`src/hw/rtl/framed_ascii_command_parser_unit_macros.svh`:
```
// Assertion macros for the framed ASCII command parser
// Depends on nothing; included by the top level only
`ifndef FRAMED_ASCII_COMMAND_PARSER_UNIT_MACROS_SVH
`define FRAMED_ASCII_COMMAND_PARSER_UNIT_MACROS_SVH

`ifndef SYNTH

// antecedent holds in a cycle, consequent holds in the same cycle
`define FCP_ASSERT_IMPLIES(lbl, clk, rstn, ante, cons, msg) \
    lbl: assert property (@(posedge clk) disable iff (!(rstn)) (ante) |-> (cons)) \
        else $error(msg);

// antecedent holds in a cycle, consequent holds in the next cycle
`define FCP_ASSERT_NEXT(lbl, clk, rstn, ante, cons, msg) \
    lbl: assert property (@(posedge clk) disable iff (!(rstn)) (ante) |=> (cons)) \
        else $error(msg);

`else

`define FCP_ASSERT_IMPLIES(lbl, clk, rstn, ante, cons, msg)
`define FCP_ASSERT_NEXT(lbl, clk, rstn, ante, cons, msg)

`endif

`endif

```
`src/hw/rtl/fcp_pkg.sv`:
```
// Types, constants and decode helpers for the framed ASCII command parser
// Used by every module of the block; depends on nothing
package fcp_pkg;

    // payload buffer sizing
    localparam int MAX_PAYLOAD = 23;
    localparam int LEN_W       = $clog2(MAX_PAYLOAD + 2);
    localparam int IDX_W       = $clog2(MAX_PAYLOAD);

    // framing characters
    localparam logic [7:0] OPEN_MARK  = 8'h5E;  // '^'
    localparam logic [7:0] CLOSE_MARK = 8'h24;  // '$'
    localparam logic [7:0] ASCII_ZERO = 8'h30;  // '0'
    localparam logic [7:0] ASCII_NINE = 8'h39;  // '9'

    // command letters
    localparam logic [7:0] CHAR_PING = 8'h70;   // 'p'
    localparam logic [7:0] CHAR_INFO = 8'h69;   // 'i'
    localparam logic [7:0] CHAR_SET  = 8'h73;   // 's'
    localparam logic [7:0] CHAR_MODE = 8'h6D;   // 'm'

    // frame lengths per command
    localparam int LEN_PING    = 4;
    localparam int LEN_INFO    = 4;
    localparam int LEN_SET     = 5;
    localparam int LEN_MODE    = 6;
    localparam int TIMESET_LEN = 23;
    localparam int MIN_LEN     = 2;

    // field positions inside the payload
    localparam int POS_HOUR    = 1;
    localparam int POS_MINUTE  = 4;
    localparam int POS_SECOND  = 7;
    localparam int POS_DAY     = 10;
    localparam int POS_MONTH   = 13;
    localparam int POS_CENTURY = 16;
    localparam int POS_YEAR    = 18;
    localparam int POS_WEEKDAY = 21;
    localparam int POS_SET_NUM = 3;
    localparam int POS_MODE_NUM = 4;

    typedef enum logic [2:0] {
        CMD_PING     = 3'd0,
        CMD_INFO     = 3'd1,
        CMD_SET      = 3'd2,
        CMD_MODE     = 3'd3,
        CMD_TIME_SET = 3'd4
    } command_t;

    typedef logic [MAX_PAYLOAD-1:0][7:0] payload_t;

    typedef struct packed {
        logic             in_frame;
        logic             close_hit;
        logic [LEN_W-1:0] length;
    } frame_status_t;

    typedef struct packed {
        command_t    command;
        logic [6:0]  hour;
        logic [6:0]  minute;
        logic [6:0]  second;
        logic [6:0]  day_of_month;
        logic [6:0]  month;
        logic [13:0] full_year;
        logic [6:0]  weekday;
        logic [6:0]  number;
        logic        bad_digit;
    } result_t;

    typedef struct packed {
        logic       bad;
        logic [6:0] value;
    } pair_t;

    // byte of the payload at a fixed position, zero past the buffer
    function automatic logic [7:0] byte_at(payload_t p, int pos);
        logic [7:0] b;
        b = 8'h00;
        if (pos < MAX_PAYLOAD) begin
            b = p[pos];
        end
        return b;
    endfunction

    // two ASCII digits to a value; a non-digit reads as zero and flags
    function automatic pair_t pair_at(payload_t p, int pos);
        logic [7:0] hi_c;
        logic [7:0] lo_c;
        logic [3:0] hi_d;
        logic [3:0] lo_d;
        pair_t      r;
        hi_c  = byte_at(p, pos);
        lo_c  = byte_at(p, pos + 1);
        r.bad = 1'b0;
        hi_d  = 4'd0;
        lo_d  = 4'd0;
        if (hi_c < ASCII_ZERO || hi_c > ASCII_NINE) begin
            r.bad = 1'b1;
        end else begin
            hi_d = 4'(hi_c - ASCII_ZERO);
        end
        if (lo_c < ASCII_ZERO || lo_c > ASCII_NINE) begin
            r.bad = 1'b1;
        end else begin
            lo_d = 4'(lo_c - ASCII_ZERO);
        end
        r.value = 7'(hi_d) * 7'd10 + 7'(lo_d);
        return r;
    endfunction

endpackage

```
`src/hw/rtl/framed_ascii_command_parser_unit.sv`:
```
// Top level of the framed ASCII command parser
// Depends on fcp_pkg, fcp_frame, fcp_decode, fcp_out_skid and the macros header
//
//  channel  ports            direction  carries
//  input    s_valid/s_ready  in         one received byte (s_rx_byte)
//  result   m_valid/m_ready  out        one decoded command and its fields
//
// One byte is taken per cycle while ready. A closing '$' puts its result
// in the output register, or in the one skid entry behind it if output stalls;
// input stops only when a result waits in both. aresetn is synchronous, active
// low, and leaves the block outside any frame with both output entries empty.
`include "framed_ascii_command_parser_unit_macros.svh"

module framed_ascii_command_parser_unit (
    input  logic        aclk,
    input  logic        aresetn,
    input  logic        s_valid,
    output logic        s_ready,
    input  logic [7:0]  s_rx_byte,
    output logic        m_valid,
    input  logic        m_ready,
    output logic [2:0]  m_command,
    output logic [6:0]  m_hour,
    output logic [6:0]  m_minute,
    output logic [6:0]  m_second,
    output logic [6:0]  m_day_of_month,
    output logic [6:0]  m_month,
    output logic [13:0] m_full_year,
    output logic [6:0]  m_weekday,
    output logic [6:0]  m_number,
    output logic        m_bad_digit
);
    import fcp_pkg::*;

    logic          accept;
    logic          hit;
    logic          push;
    frame_status_t status;
    payload_t      payload;
    result_t       decoded;
    result_t       out_data;

    assign accept = s_valid && s_ready;
    assign push   = status.close_hit && hit;

    // frame tracking and payload capture
    fcp_frame u_frame (
        .aclk    (aclk),
        .aresetn (aresetn),
        .accept  (accept),
        .rx_byte (s_rx_byte),
        .status  (status),
        .payload (payload)
    );

    // classification and field decode from the buffered payload
    fcp_decode u_decode (
        .length  (status.length),
        .payload (payload),
        .hit     (hit),
        .result  (decoded)
    );

    // result register and skid entry
    fcp_out_skid u_out (
        .aclk       (aclk),
        .aresetn    (aresetn),
        .push       (push),
        .push_data  (decoded),
        .can_accept (s_ready),
        .out_valid  (m_valid),
        .out_ready  (m_ready),
        .out_data   (out_data)
    );

    assign m_command      = out_data.command;
    assign m_hour         = out_data.hour;
    assign m_minute       = out_data.minute;
    assign m_second       = out_data.second;
    assign m_day_of_month = out_data.day_of_month;
    assign m_month        = out_data.month;
    assign m_full_year    = out_data.full_year;
    assign m_weekday      = out_data.weekday;
    assign m_number       = out_data.number;
    assign m_bad_digit    = out_data.bad_digit;

    // checks
    `FCP_ASSERT_IMPLIES(a_stall_needs_result, aclk, aresetn, !s_ready, m_valid, "input stalled with no result held")
    `FCP_ASSERT_NEXT(a_close_ends_frame, aclk, aresetn, push, !status.in_frame && status.length == '0, "frame still open after a result")
    `FCP_ASSERT_IMPLIES(a_push_length, aclk, aresetn, push, status.length == LEN_W'(LEN_PING) || status.length == LEN_W'(LEN_SET) || status.length == LEN_W'(LEN_MODE) || status.length == LEN_W'(TIMESET_LEN), "result from a frame of wrong length")
    `FCP_ASSERT_IMPLIES(a_short_cmd_clean, aclk, aresetn, m_valid && (m_command == CMD_PING || m_command == CMD_INFO), m_number == '0 && !m_bad_digit && m_full_year == '0, "ping or info result carries field data")

endmodule

```
`src/hw/rtl/fcp_frame.sv`:
```
// Frame tracker: open/close detection, length counter and payload buffer
// Depends on fcp_pkg
module fcp_frame (
    input  logic                  aclk,
    input  logic                  aresetn,
    input  logic                  accept,
    input  logic [7:0]            rx_byte,
    output fcp_pkg::frame_status_t status,
    output fcp_pkg::payload_t     payload
);
    import fcp_pkg::*;

    logic             in_frame_reg;
    logic             in_frame_next;
    logic [LEN_W-1:0] length_reg;
    logic [LEN_W-1:0] length_next;
    payload_t         payload_store_reg;
    logic             close_hit;
    logic             store_en;

    // a close mark counts only after at least one payload byte
    assign close_hit = accept && in_frame_reg && (rx_byte == CLOSE_MARK)
                       && (length_reg != '0);

    // next frame state and length
    always_comb begin
        in_frame_next = in_frame_reg;
        length_next   = length_reg;
        store_en      = 1'b0;
        if (accept) begin
            if (!in_frame_reg) begin
                if (rx_byte == OPEN_MARK) begin
                    in_frame_next = 1'b1;
                    length_next   = '0;
                end
            end else if (close_hit) begin
                in_frame_next = 1'b0;
                length_next   = '0;
            end else if (length_reg < LEN_W'(MAX_PAYLOAD)) begin
                store_en    = 1'b1;
                length_next = length_reg + LEN_W'(1);
            end else begin
                length_next = LEN_W'(MAX_PAYLOAD + 1);
            end
        end
    end

    // control registers
    always_ff @(posedge aclk) begin
        if (!aresetn) begin
            in_frame_reg <= 1'b0;
            length_reg   <= '0;
        end else begin
            in_frame_reg <= in_frame_next;
            length_reg   <= length_next;
        end
    end

    // payload buffer, written at the current length
    always_ff @(posedge aclk) begin
        if (store_en) begin
            payload_store_reg[length_reg[IDX_W-1:0]] <= rx_byte;
        end
    end

    assign status.in_frame  = in_frame_reg;
    assign status.close_hit = close_hit;
    assign status.length    = length_reg;
    assign payload          = payload_store_reg;

endmodule

```
`src/hw/rtl/fcp_decode.sv`:
```
// Command classifier and fixed-position two-digit field decode
// Depends on fcp_pkg
module fcp_decode (
    input  logic [fcp_pkg::LEN_W-1:0] length,
    input  fcp_pkg::payload_t         payload,
    output logic                      hit,
    output fcp_pkg::result_t          result
);
    import fcp_pkg::*;

    logic [7:0] first;
    logic       len_ok;
    pair_t      p_hour;
    pair_t      p_minute;
    pair_t      p_second;
    pair_t      p_day;
    pair_t      p_month;
    pair_t      p_century;
    pair_t      p_year;
    pair_t      p_weekday;
    pair_t      p_set;
    pair_t      p_mode;

    assign first  = payload[0];
    assign len_ok = (length >= LEN_W'(MIN_LEN)) && (length <= LEN_W'(MAX_PAYLOAD));

    // all candidate fields in parallel
    assign p_hour    = pair_at(payload, POS_HOUR);
    assign p_minute  = pair_at(payload, POS_MINUTE);
    assign p_second  = pair_at(payload, POS_SECOND);
    assign p_day     = pair_at(payload, POS_DAY);
    assign p_month   = pair_at(payload, POS_MONTH);
    assign p_century = pair_at(payload, POS_CENTURY);
    assign p_year    = pair_at(payload, POS_YEAR);
    assign p_weekday = pair_at(payload, POS_WEEKDAY);
    assign p_set     = pair_at(payload, POS_SET_NUM);
    assign p_mode    = pair_at(payload, POS_MODE_NUM);

    // classify by length, and by first letter for the short commands; unused fields stay zero
    always_comb begin
        hit    = 1'b0;
        result = '0;
        if (len_ok) begin
            if (length == LEN_W'(TIMESET_LEN)) begin
                hit                 = 1'b1;
                result.command      = CMD_TIME_SET;
                result.hour         = p_hour.value;
                result.minute       = p_minute.value;
                result.second       = p_second.value;
                result.day_of_month = p_day.value;
                result.month        = p_month.value;
                result.full_year    = 14'(p_century.value) * 14'd100
                                      + 14'(p_year.value);
                result.weekday      = p_weekday.value;
                result.bad_digit    = p_hour.bad | p_minute.bad | p_second.bad
                                      | p_day.bad | p_month.bad | p_century.bad
                                      | p_year.bad | p_weekday.bad;
            end else if (length == LEN_W'(LEN_PING) && first == CHAR_PING) begin
                hit            = 1'b1;
                result.command = CMD_PING;
            end else if (length == LEN_W'(LEN_INFO) && first == CHAR_INFO) begin
                hit            = 1'b1;
                result.command = CMD_INFO;
            end else if (length == LEN_W'(LEN_SET) && first == CHAR_SET) begin
                hit              = 1'b1;
                result.command   = CMD_SET;
                result.number    = p_set.value;
                result.bad_digit = p_set.bad;
            end else if (length == LEN_W'(LEN_MODE) && first == CHAR_MODE) begin
                hit              = 1'b1;
                result.command   = CMD_MODE;
                result.number    = p_mode.value;
                result.bad_digit = p_mode.bad;
            end
        end
    end

endmodule

```
`src/hw/rtl/fcp_out_skid.sv`:
```
// Result register with a skid entry, so one more result is taken while output stalls
// Depends on fcp_pkg
module fcp_out_skid (
    input  logic             aclk,
    input  logic             aresetn,
    input  logic             push,
    input  fcp_pkg::result_t push_data,
    output logic             can_accept,
    output logic             out_valid,
    input  logic             out_ready,
    output fcp_pkg::result_t out_data
);
    import fcp_pkg::*;

    logic    main_valid_reg;
    logic    main_valid_next;
    logic    skid_valid_reg;
    logic    skid_valid_next;
    result_t main_reg;
    result_t main_next;
    result_t skid_reg;
    result_t skid_next;
    logic    main_free;

    // a push only happens while the skid entry is empty
    assign can_accept = !skid_valid_reg;
    assign main_free  = !main_valid_reg || out_ready;

    // refill the output register from skid first, then from a new push; a push that finds it busy goes to skid
    always_comb begin
        main_valid_next = main_valid_reg;
        skid_valid_next = skid_valid_reg;
        main_next       = main_reg;
        skid_next       = skid_reg;
        if (main_free) begin
            if (skid_valid_reg) begin
                main_valid_next = 1'b1;
                main_next       = skid_reg;
                skid_valid_next = 1'b0;
            end else begin
                main_valid_next = push;
                main_next       = push_data;
            end
        end else if (push) begin
            skid_valid_next = 1'b1;
            skid_next       = push_data;
        end
    end

    // valid flags
    always_ff @(posedge aclk) begin
        if (!aresetn) begin
            main_valid_reg <= 1'b0;
            skid_valid_reg <= 1'b0;
        end else begin
            main_valid_reg <= main_valid_next;
            skid_valid_reg <= skid_valid_next;
        end
    end

    // result payload
    always_ff @(posedge aclk) begin
        main_reg <= main_next;
        skid_reg <= skid_next;
    end

    assign out_valid = main_valid_reg;
    assign out_data  = main_reg;

endmodule
```
`config.mk`:
```
export PLATFORM = sky130hd
export DESIGN_NAME = framed_ascii_command_parser_unit
export DESIGN_NICKNAME = d
export VERILOG_FILES = /design/src/hw/rtl/fcp_pkg.sv /design/src/hw/rtl/framed_ascii_command_parser_unit.sv /design/src/hw/rtl/fcp_frame.sv /design/src/hw/rtl/fcp_decode.sv /design/src/hw/rtl/fcp_out_skid.sv
export VERILOG_INCLUDE_DIRS = /design/src /design/src/hw/rtl
export SDC_FILE = /design/constraint.sdc
export NUM_CORES = 1
export LEC_CHECK = 0
export BUFFER_PORTS_ARGS = -buffer_cell sky130_fd_sc_hd__buf_4
export CORE_MARGIN = 2
export CORE_UTILIZATION = 55
export CTS_BUF_LIST = sky130_fd_sc_hd__clkbuf_4 sky130_fd_sc_hd__clkbuf_8 sky130_fd_sc_hd__clkbuf_16
export CTS_CLUSTER_SIZE = 14
export DETAILED_ROUTE_END_ITERATION = 6
export PLACE_DENSITY = 0.87
export RECOVER_POWER = 50
export SYNTH_ARGS = -nofsm -noshare
export SYNTH_HDL_FRONTEND = slang
export SYNTH_SLANG_ARGS = --single-unit
```
`constraint.sdc`:
```
create_clock -name aclk -period 5.3 [get_ports aclk]
set_input_delay 0.265 -clock aclk [delete_from_list [all_inputs] [get_ports aclk]]
set_output_delay 0.265 -clock aclk [all_outputs]
set_load 0.005 [all_outputs]
```
# Word-level counts from Yosys, hierarchy flattened
# Cells that the tools add are included.
[word_totals]
mem_bits_ro = 0
elab_cells = 249
mem_bits_rw = 0
latch_bits = 0
inputBits = 12
memories = 0
output_inout_bits = 69
regBits = 326
[classes]
muxes = 70
shifts = 0
eq_ne = 10
n_lt_le_gt_ge = 39
n_reduce_logical = 36
n_mul = 10
bitwise_logic = 9
addsub = 28
div = 0
[op_table]
columns = ["op", "count"]
rows = [
  ["$bwmux 184", 1],
  ["$gt 8x6->1 const B", 17],
  ["$lt 8x6->1 const B", 17],
  ["$mux 67", 2],
  ["$mux 4", 17],
  ["$sub 4x1->4 const B", 17],
  ["$add 7x4->7", 9],
  ["$mux 56", 1],
  ["$mul 4x3->6 const B", 9],
  ["$demux 8 s5", 1],
  ["$eq 8x7->1 const B", 5],
  ["$mux 8", 5],
  ["$mux 1", 33],
  ["$mux 5", 4],
  ["$logic_or 1x1->1", 18],
  ["$eq 5x3->1 const B", 3],
  ["$add 14x7->14", 1],
  ["$mul 7x5->12 const B", 1],
  ["$logic_and 1x1->1", 11],
  ["$mux 3", 3],
  ["$eq 8x6->1 const B", 1],
  ["$mux 7", 1],
  ["$or 1x1->1", 7],
  ["$lt 5x6->1 const B", 1],
  ["13 further kinds", 17],
]

# Logic depth before layout (Yosys ltp)
[logic_depth]
word_depth = 14
mapped_depth = 19
mapped_depth_nobuf = 19

# Cells and area by module
# A second synthesis with hierarchy kept.
[unflattened]
cells_unflattened = 1012
area_unflattened_um2 = 15020.7
[modules_own_cells]
columns = ["mod", "seq_area_each_um2", "cells_per_inst", "area_per_inst_um2", "n_inst"]
rows = [
  ["fcp_frame", 5645.4, 270, 6157.2, 1],
  ["fcp_out_skid", 4063.9, 218, 4956.0, 1],
  ["fcp_decode", 0.0, 522, 3895.0, 1],
  ["framed_ascii_command_parser_unit", 0.0, 2, 12.5, 1],
]

# Worst setup path after synthesis
# OpenSTA, ideal clock, no wires.
[synth_path]
path_kind = "in2reg"
startpoint = "input port m_ready"
endpoint = "register u_out.skid_reg[0] (netlist name), enable pin"
required_time_ns = 4.808
n_path_buf = 0
path_stages = 2
path_slack_ns = -0.107
setup_time_ns = 0.492
arrival_time_ns = 4.915
cell_sequence = "nand2b_1 -> nor2_1"
[synth_between]
elab_chain_cells = 3
[synth_lines]
columns = ["element", "line_no", "text"]
rows = [
  ["from (decl)", "framed_ascii_command_parser_unit.sv:21", "input logic m_ready,"],
  ["$logic_or 1x1->1", "fcp_out_skid.sv:27", "assign main_free = !main_valid_reg || out_ready;"],
  ["$not 1->1 (no source line)", "-", ""],
  ["$reduce_and 2->1 (no source line)", "-", ""],
  ["to (signal assigned)", "fcp_out_skid.sv:64", "skid_reg <= skid_next;"],
  ["to (decl)", "fcp_out_skid.sv:21", "result_t skid_reg;"],
]
# Every way passes these cells.
# A chain may end at the register's enable or synchronous reset.

# Worst setup path after layout
[layout_path]
startpoint = "register u_frame.payload_store_reg (netlist bit u_frame.payload[134])"
endpoint = "register u_out.main_reg (netlist bit u_out.out_data[28]), data pin"
[layout_between]
elab_chain_cells = 10
word_cells_on_any_way = 11
classes_between = "2 x add/sub; 2 x mul; 2 x order compare; 4 x mux; 1 x reduce/logical"
[layout_lines]
columns = ["element", "line_no", "text"]
rows = [
  ["from (decl)", "fcp_frame.sv:17", "payload_t payload_store_reg;"],
  ["from (signal, indexed assignment)", "fcp_frame.sv:62", "payload_store_reg[length_reg[IDX_W-1:0]] <= rx_byte;"],
  ["$lt 8x6->1 or $gt 8x6->1 (tied branches)", "fcp_pkg.sv:98", "if (hi_c < ASCII_ZERO || hi_c > ASCII_NINE) begin"],
  ["$logic_or 1x1->1 (*)", "fcp_pkg.sv:98", ""],
  ["$mux 4 (*)", "fcp_pkg.sv:98", ""],
  ["$mul 4x3->6 (*)", "fcp_pkg.sv:108", "r.value = 7'(hi_d) * 7'd10 + 7'(lo_d);"],
  ["$add 7x4->7 (*)", "fcp_pkg.sv:108", ""],
  ["$mul 7x5->12 (*)", "fcp_decode.sv:52", "result.full_year = 14'(p_century.value) * 14'd100"],
  ["$add 14x7->14 (*)", "fcp_decode.sv:53", "+ 14'(p_year.value);"],
  ["$mux 56 (*)", "fcp_decode.sv:44", "if (length == LEN_W'(TIMESET_LEN)) begin"],
  ["$mux 67 (*)", "fcp_decode.sv:43", "if (len_ok) begin"],
  ["$mux 67 (*)", "fcp_out_skid.sv:36", "if (skid_valid_reg) begin"],
  ["to (signal assigned)", "fcp_out_skid.sv:63", "main_reg <= main_next;"],
  ["to (decl)", "fcp_out_skid.sv:19", "result_t main_reg;"],
]
# Every way passes the cells marked *; elsewhere a longest branch is shown, timed or not.

==> results.ini <==
[power_and_ir_drop]
ir_drop_uv = 217.2
p_leak_nw = 6.305
power.density_nw_per_um2 = 288.8

[yosys]
async_reset_ff_share_pct = 0
synth_nets = 1128
synth.yosys.seq_area_share_pct = 61.98
synthCells = 1009
synth_flop_cell = edfxtp_1
synth_edf_count = 278
yosysWarnings = 0
yosys_register_bits = 286
ys_types = 64
synth_area_um2 = 13730
synth_area_leaders = edfxtp_1, ha_1, fa_1
synth_top_area_share_pct = 60.81
synth_common_cells = edfxtp_1, ha_1, nor2_1, nand2_1, and2_1
syn_area_per_cell_um2 = 13.61
synth.most_common_cell = edfxtp_1
synth_top_area_cell = edfxtp_1

[worst_setup_path]
critPathLaunchType = flip-flop
crit_path_max_fanout = 5
path_class = flip-flop to flip-flop
end_kind = flip-flop
rrSetupSlack_ns = 0.27
required_ns = 5.57
crit_arrival_ns = 5.30
critPathBufInv = 1
reg2reg_to = u_out.out_data[28]
cpLargestDelayFamily = adder cells
cp_common_cell = ha_1
max_stage_delay_ns = 0.56
critPathCapture = u_out.out_data[28]
critPathSlowestCell = fa_1
crit_chain = and4bb_1, and3_2, ha_1, ha_1, fa_1, nor2b_1, a32oi_1, inv_1, ha_1, ha_1, ha_1, ha_1, o21ai_0, a21oi_1, o21a_1, o21ai_0, nand4b_1, xnor2_2, o31ai_2
r2r_start = u_frame.payload[134]
r2r_cells = 19
critPathLaunch = u_frame.payload[134]
crit_cells = 19

[global_routing]
grt_start_max_net_pins = 78
first_global_vias = 8331
grt_overflow_total = 0
grtUsageTotal_pct = 19.96
antenna_found_initial = 1
grt_first_pass_wirelength_mm = 41.59

[routing]
avgRoutedWirePerCell_um = 17.74
antenna_left = 0
wirelength_mm = 25.78
vias_per_cell = 5.679
vias = 8252
drtIter0Drc = 705
drc = 0
firstDrtPassIters = 5

[sta]
hold_slack_ns = 0.2383
slew_violations = 70
fin_ws_ns = 0.2678
fin_skew_ns = 0.01668
rsz0062_at_grt = false
post-route-min-period_ns = 5.032
setup_tns_ns = 0
worstMarginPinSlew_ns = 3.793
max_freq_ghz = 0.1987
timing.final.crit_share_pct = 94.95
hold_viol_final = 0
setup_viol = 0
slew_headroom_pct = -152.9

[run_status]
status = complete, but fails checks
violations = max-capacitance violations, max-slew violations

[place]
dpl_cell_area_um2 = 14720
place.gp.congestion = 0.8500
port_buffers = 80
dp_hpwl_mm = 16.93
dp_slack_ns = 0.3609

[clock_tree]
clockRootBuffer = clkbuf_16
clk_pin_slew_ns = 0.06
cts_tree = yes
clock_path_buffers = 3
clock_latency_ns = 0.56
cts-buffers-inserted = 29
cts-htree-levels = 1
cts.sinks = 286

[worst_hold_path]
hold_depth = 4
worst_hold_path_type = input pin to flip-flop

[floorplan]
num_rows = 57
core_area_um2 = 24390
ios = 81
die_w_um = 162.0
dieArea_um2 = 26240
start_util_pct = 56.28
die_y_um = 162.0

[layout]
finalInstanceArea_um2 = 15620
layout-area-overhead-vs-synth_pct = 13.77
drive_gt1_share_pct = 15.60
fillers = 1739
nNetsFinal = 1225
largest_reg_flops = 144
final_util_pct = 64.04

[run]
drv_cap = 1

where the power goes:
group | switching [mW] | internal [mW] | total (mW)
registers | 0.0000701 | 2.46 | 2.46
clock network | 0.822 | 1.20 | 2.02
logic | 0.0258 | 0.00454 | 0.0303
logic make-up (layout without fill, tap and decap cells):
family                     count (synthesis)  in the layout  synth area share, %
other                                      0              1                    0
muxes                                     31             31                2.534
and+or+nand+nor                          331            331                12.72
DFF                                      286            286                61.98
buffers and inverters                     61            180                1.695
xor gates and xnor gates                  53             53                3.381
AOI/OAI and AO/OA                        140            140                6.845
adders and majority gates                107            107                10.85
layout by cell type (no fill, tap or decap), types with 8 or more instances in the layout:
cell,count
inv_1,39
xor2_1,26
o21ai_0,32
mux2_2,30
nand2_1,81
o31ai_1,37
and3_1,21
fa_1,20
buf_4,9
dfxtp_1,8
edfxtp_1,278
clkbuf_16,29
a21oi_1,25
a21o_1,13
nor2_1,86
clkbuf_1,11
ha_1,87
clkbuf_4,75
nand2b_1,8
nor3_1,8
nand3_1,8
nor2b_1,12
and4_1,16
xnor2_1,26
and2_1,49
area by class of cell:
class	count	area, um2	area share (%)
inverters	39	146.4	0.9373
well taps	324	405.4	2.596
repair buffers	88	621.8	3.981
clock inverters	16	168.9	1.081
diodes	1	2.502	0.01602
clock buffers	37	785.8	5.031
multi-input cells	662	4980	31.88
flip-flops and latches	286	8508	54.47
worst min-delay path by stage:
stage,start,to,slack [ns]
6_report,s_valid,u_frame.in_frame_reg,0.24
5_1_grt,s_valid,u_frame.in_frame_reg,0.25
4_1_cts,s_rx_byte[6],u_frame.payload[46],0.08
3_5_place_dp,u_out.skid_reg[19],u_out.out_data[19],0.51
3_3_place_gp,u_out.skid_reg[13],u_out.out_data[13],0.50
2_1_floorplan,s_rx_byte[0],u_frame.payload[0],0.36
metal layers:
metal | wire length [um] | track usage, %
met5 | 0 | 0
met4 | 840 | 7.965
met3 | 1733 | 2.732
met2 | 12310 | 33.69
met1 | 10900 | 26.40
worst reg2reg max path, stage by stage (launching register included):
cell and delay, ns:
edfxtp_1 0.36, and4bb_1 0.35, and3_2 0.26, ha_1 0.26
ha_1 0.23, fa_1 0.56, nor2b_1 0.08, a32oi_1 0.20
inv_1 0.09, ha_1 0.30, ha_1 0.30, ha_1 0.30
ha_1 0.36, o21ai_0 0.10, a21oi_1 0.06, o21a_1 0.20
o21ai_0 0.23, nand4b_1 0.19, xnor2_2 0.24, o31ai_2 0.08
stage by stage:
stage	total power [mW]	std cells
after global routing	4.613	1453
after CTS	4.531	1452
after global placement	2.540	1398
after detailed placement	2.541	1398
final	4.510	1453
after floorplan	2.511	1009
repair_timing:
action	in CTS	in global routing
endpoints found under the setup margin	0	4
gates resized for setup	0	3
setup buffers	0	0
hold buffers	1	0
hold endpoints to repair	3	0
Note: power is estimated with default switching activity, not from simulation.
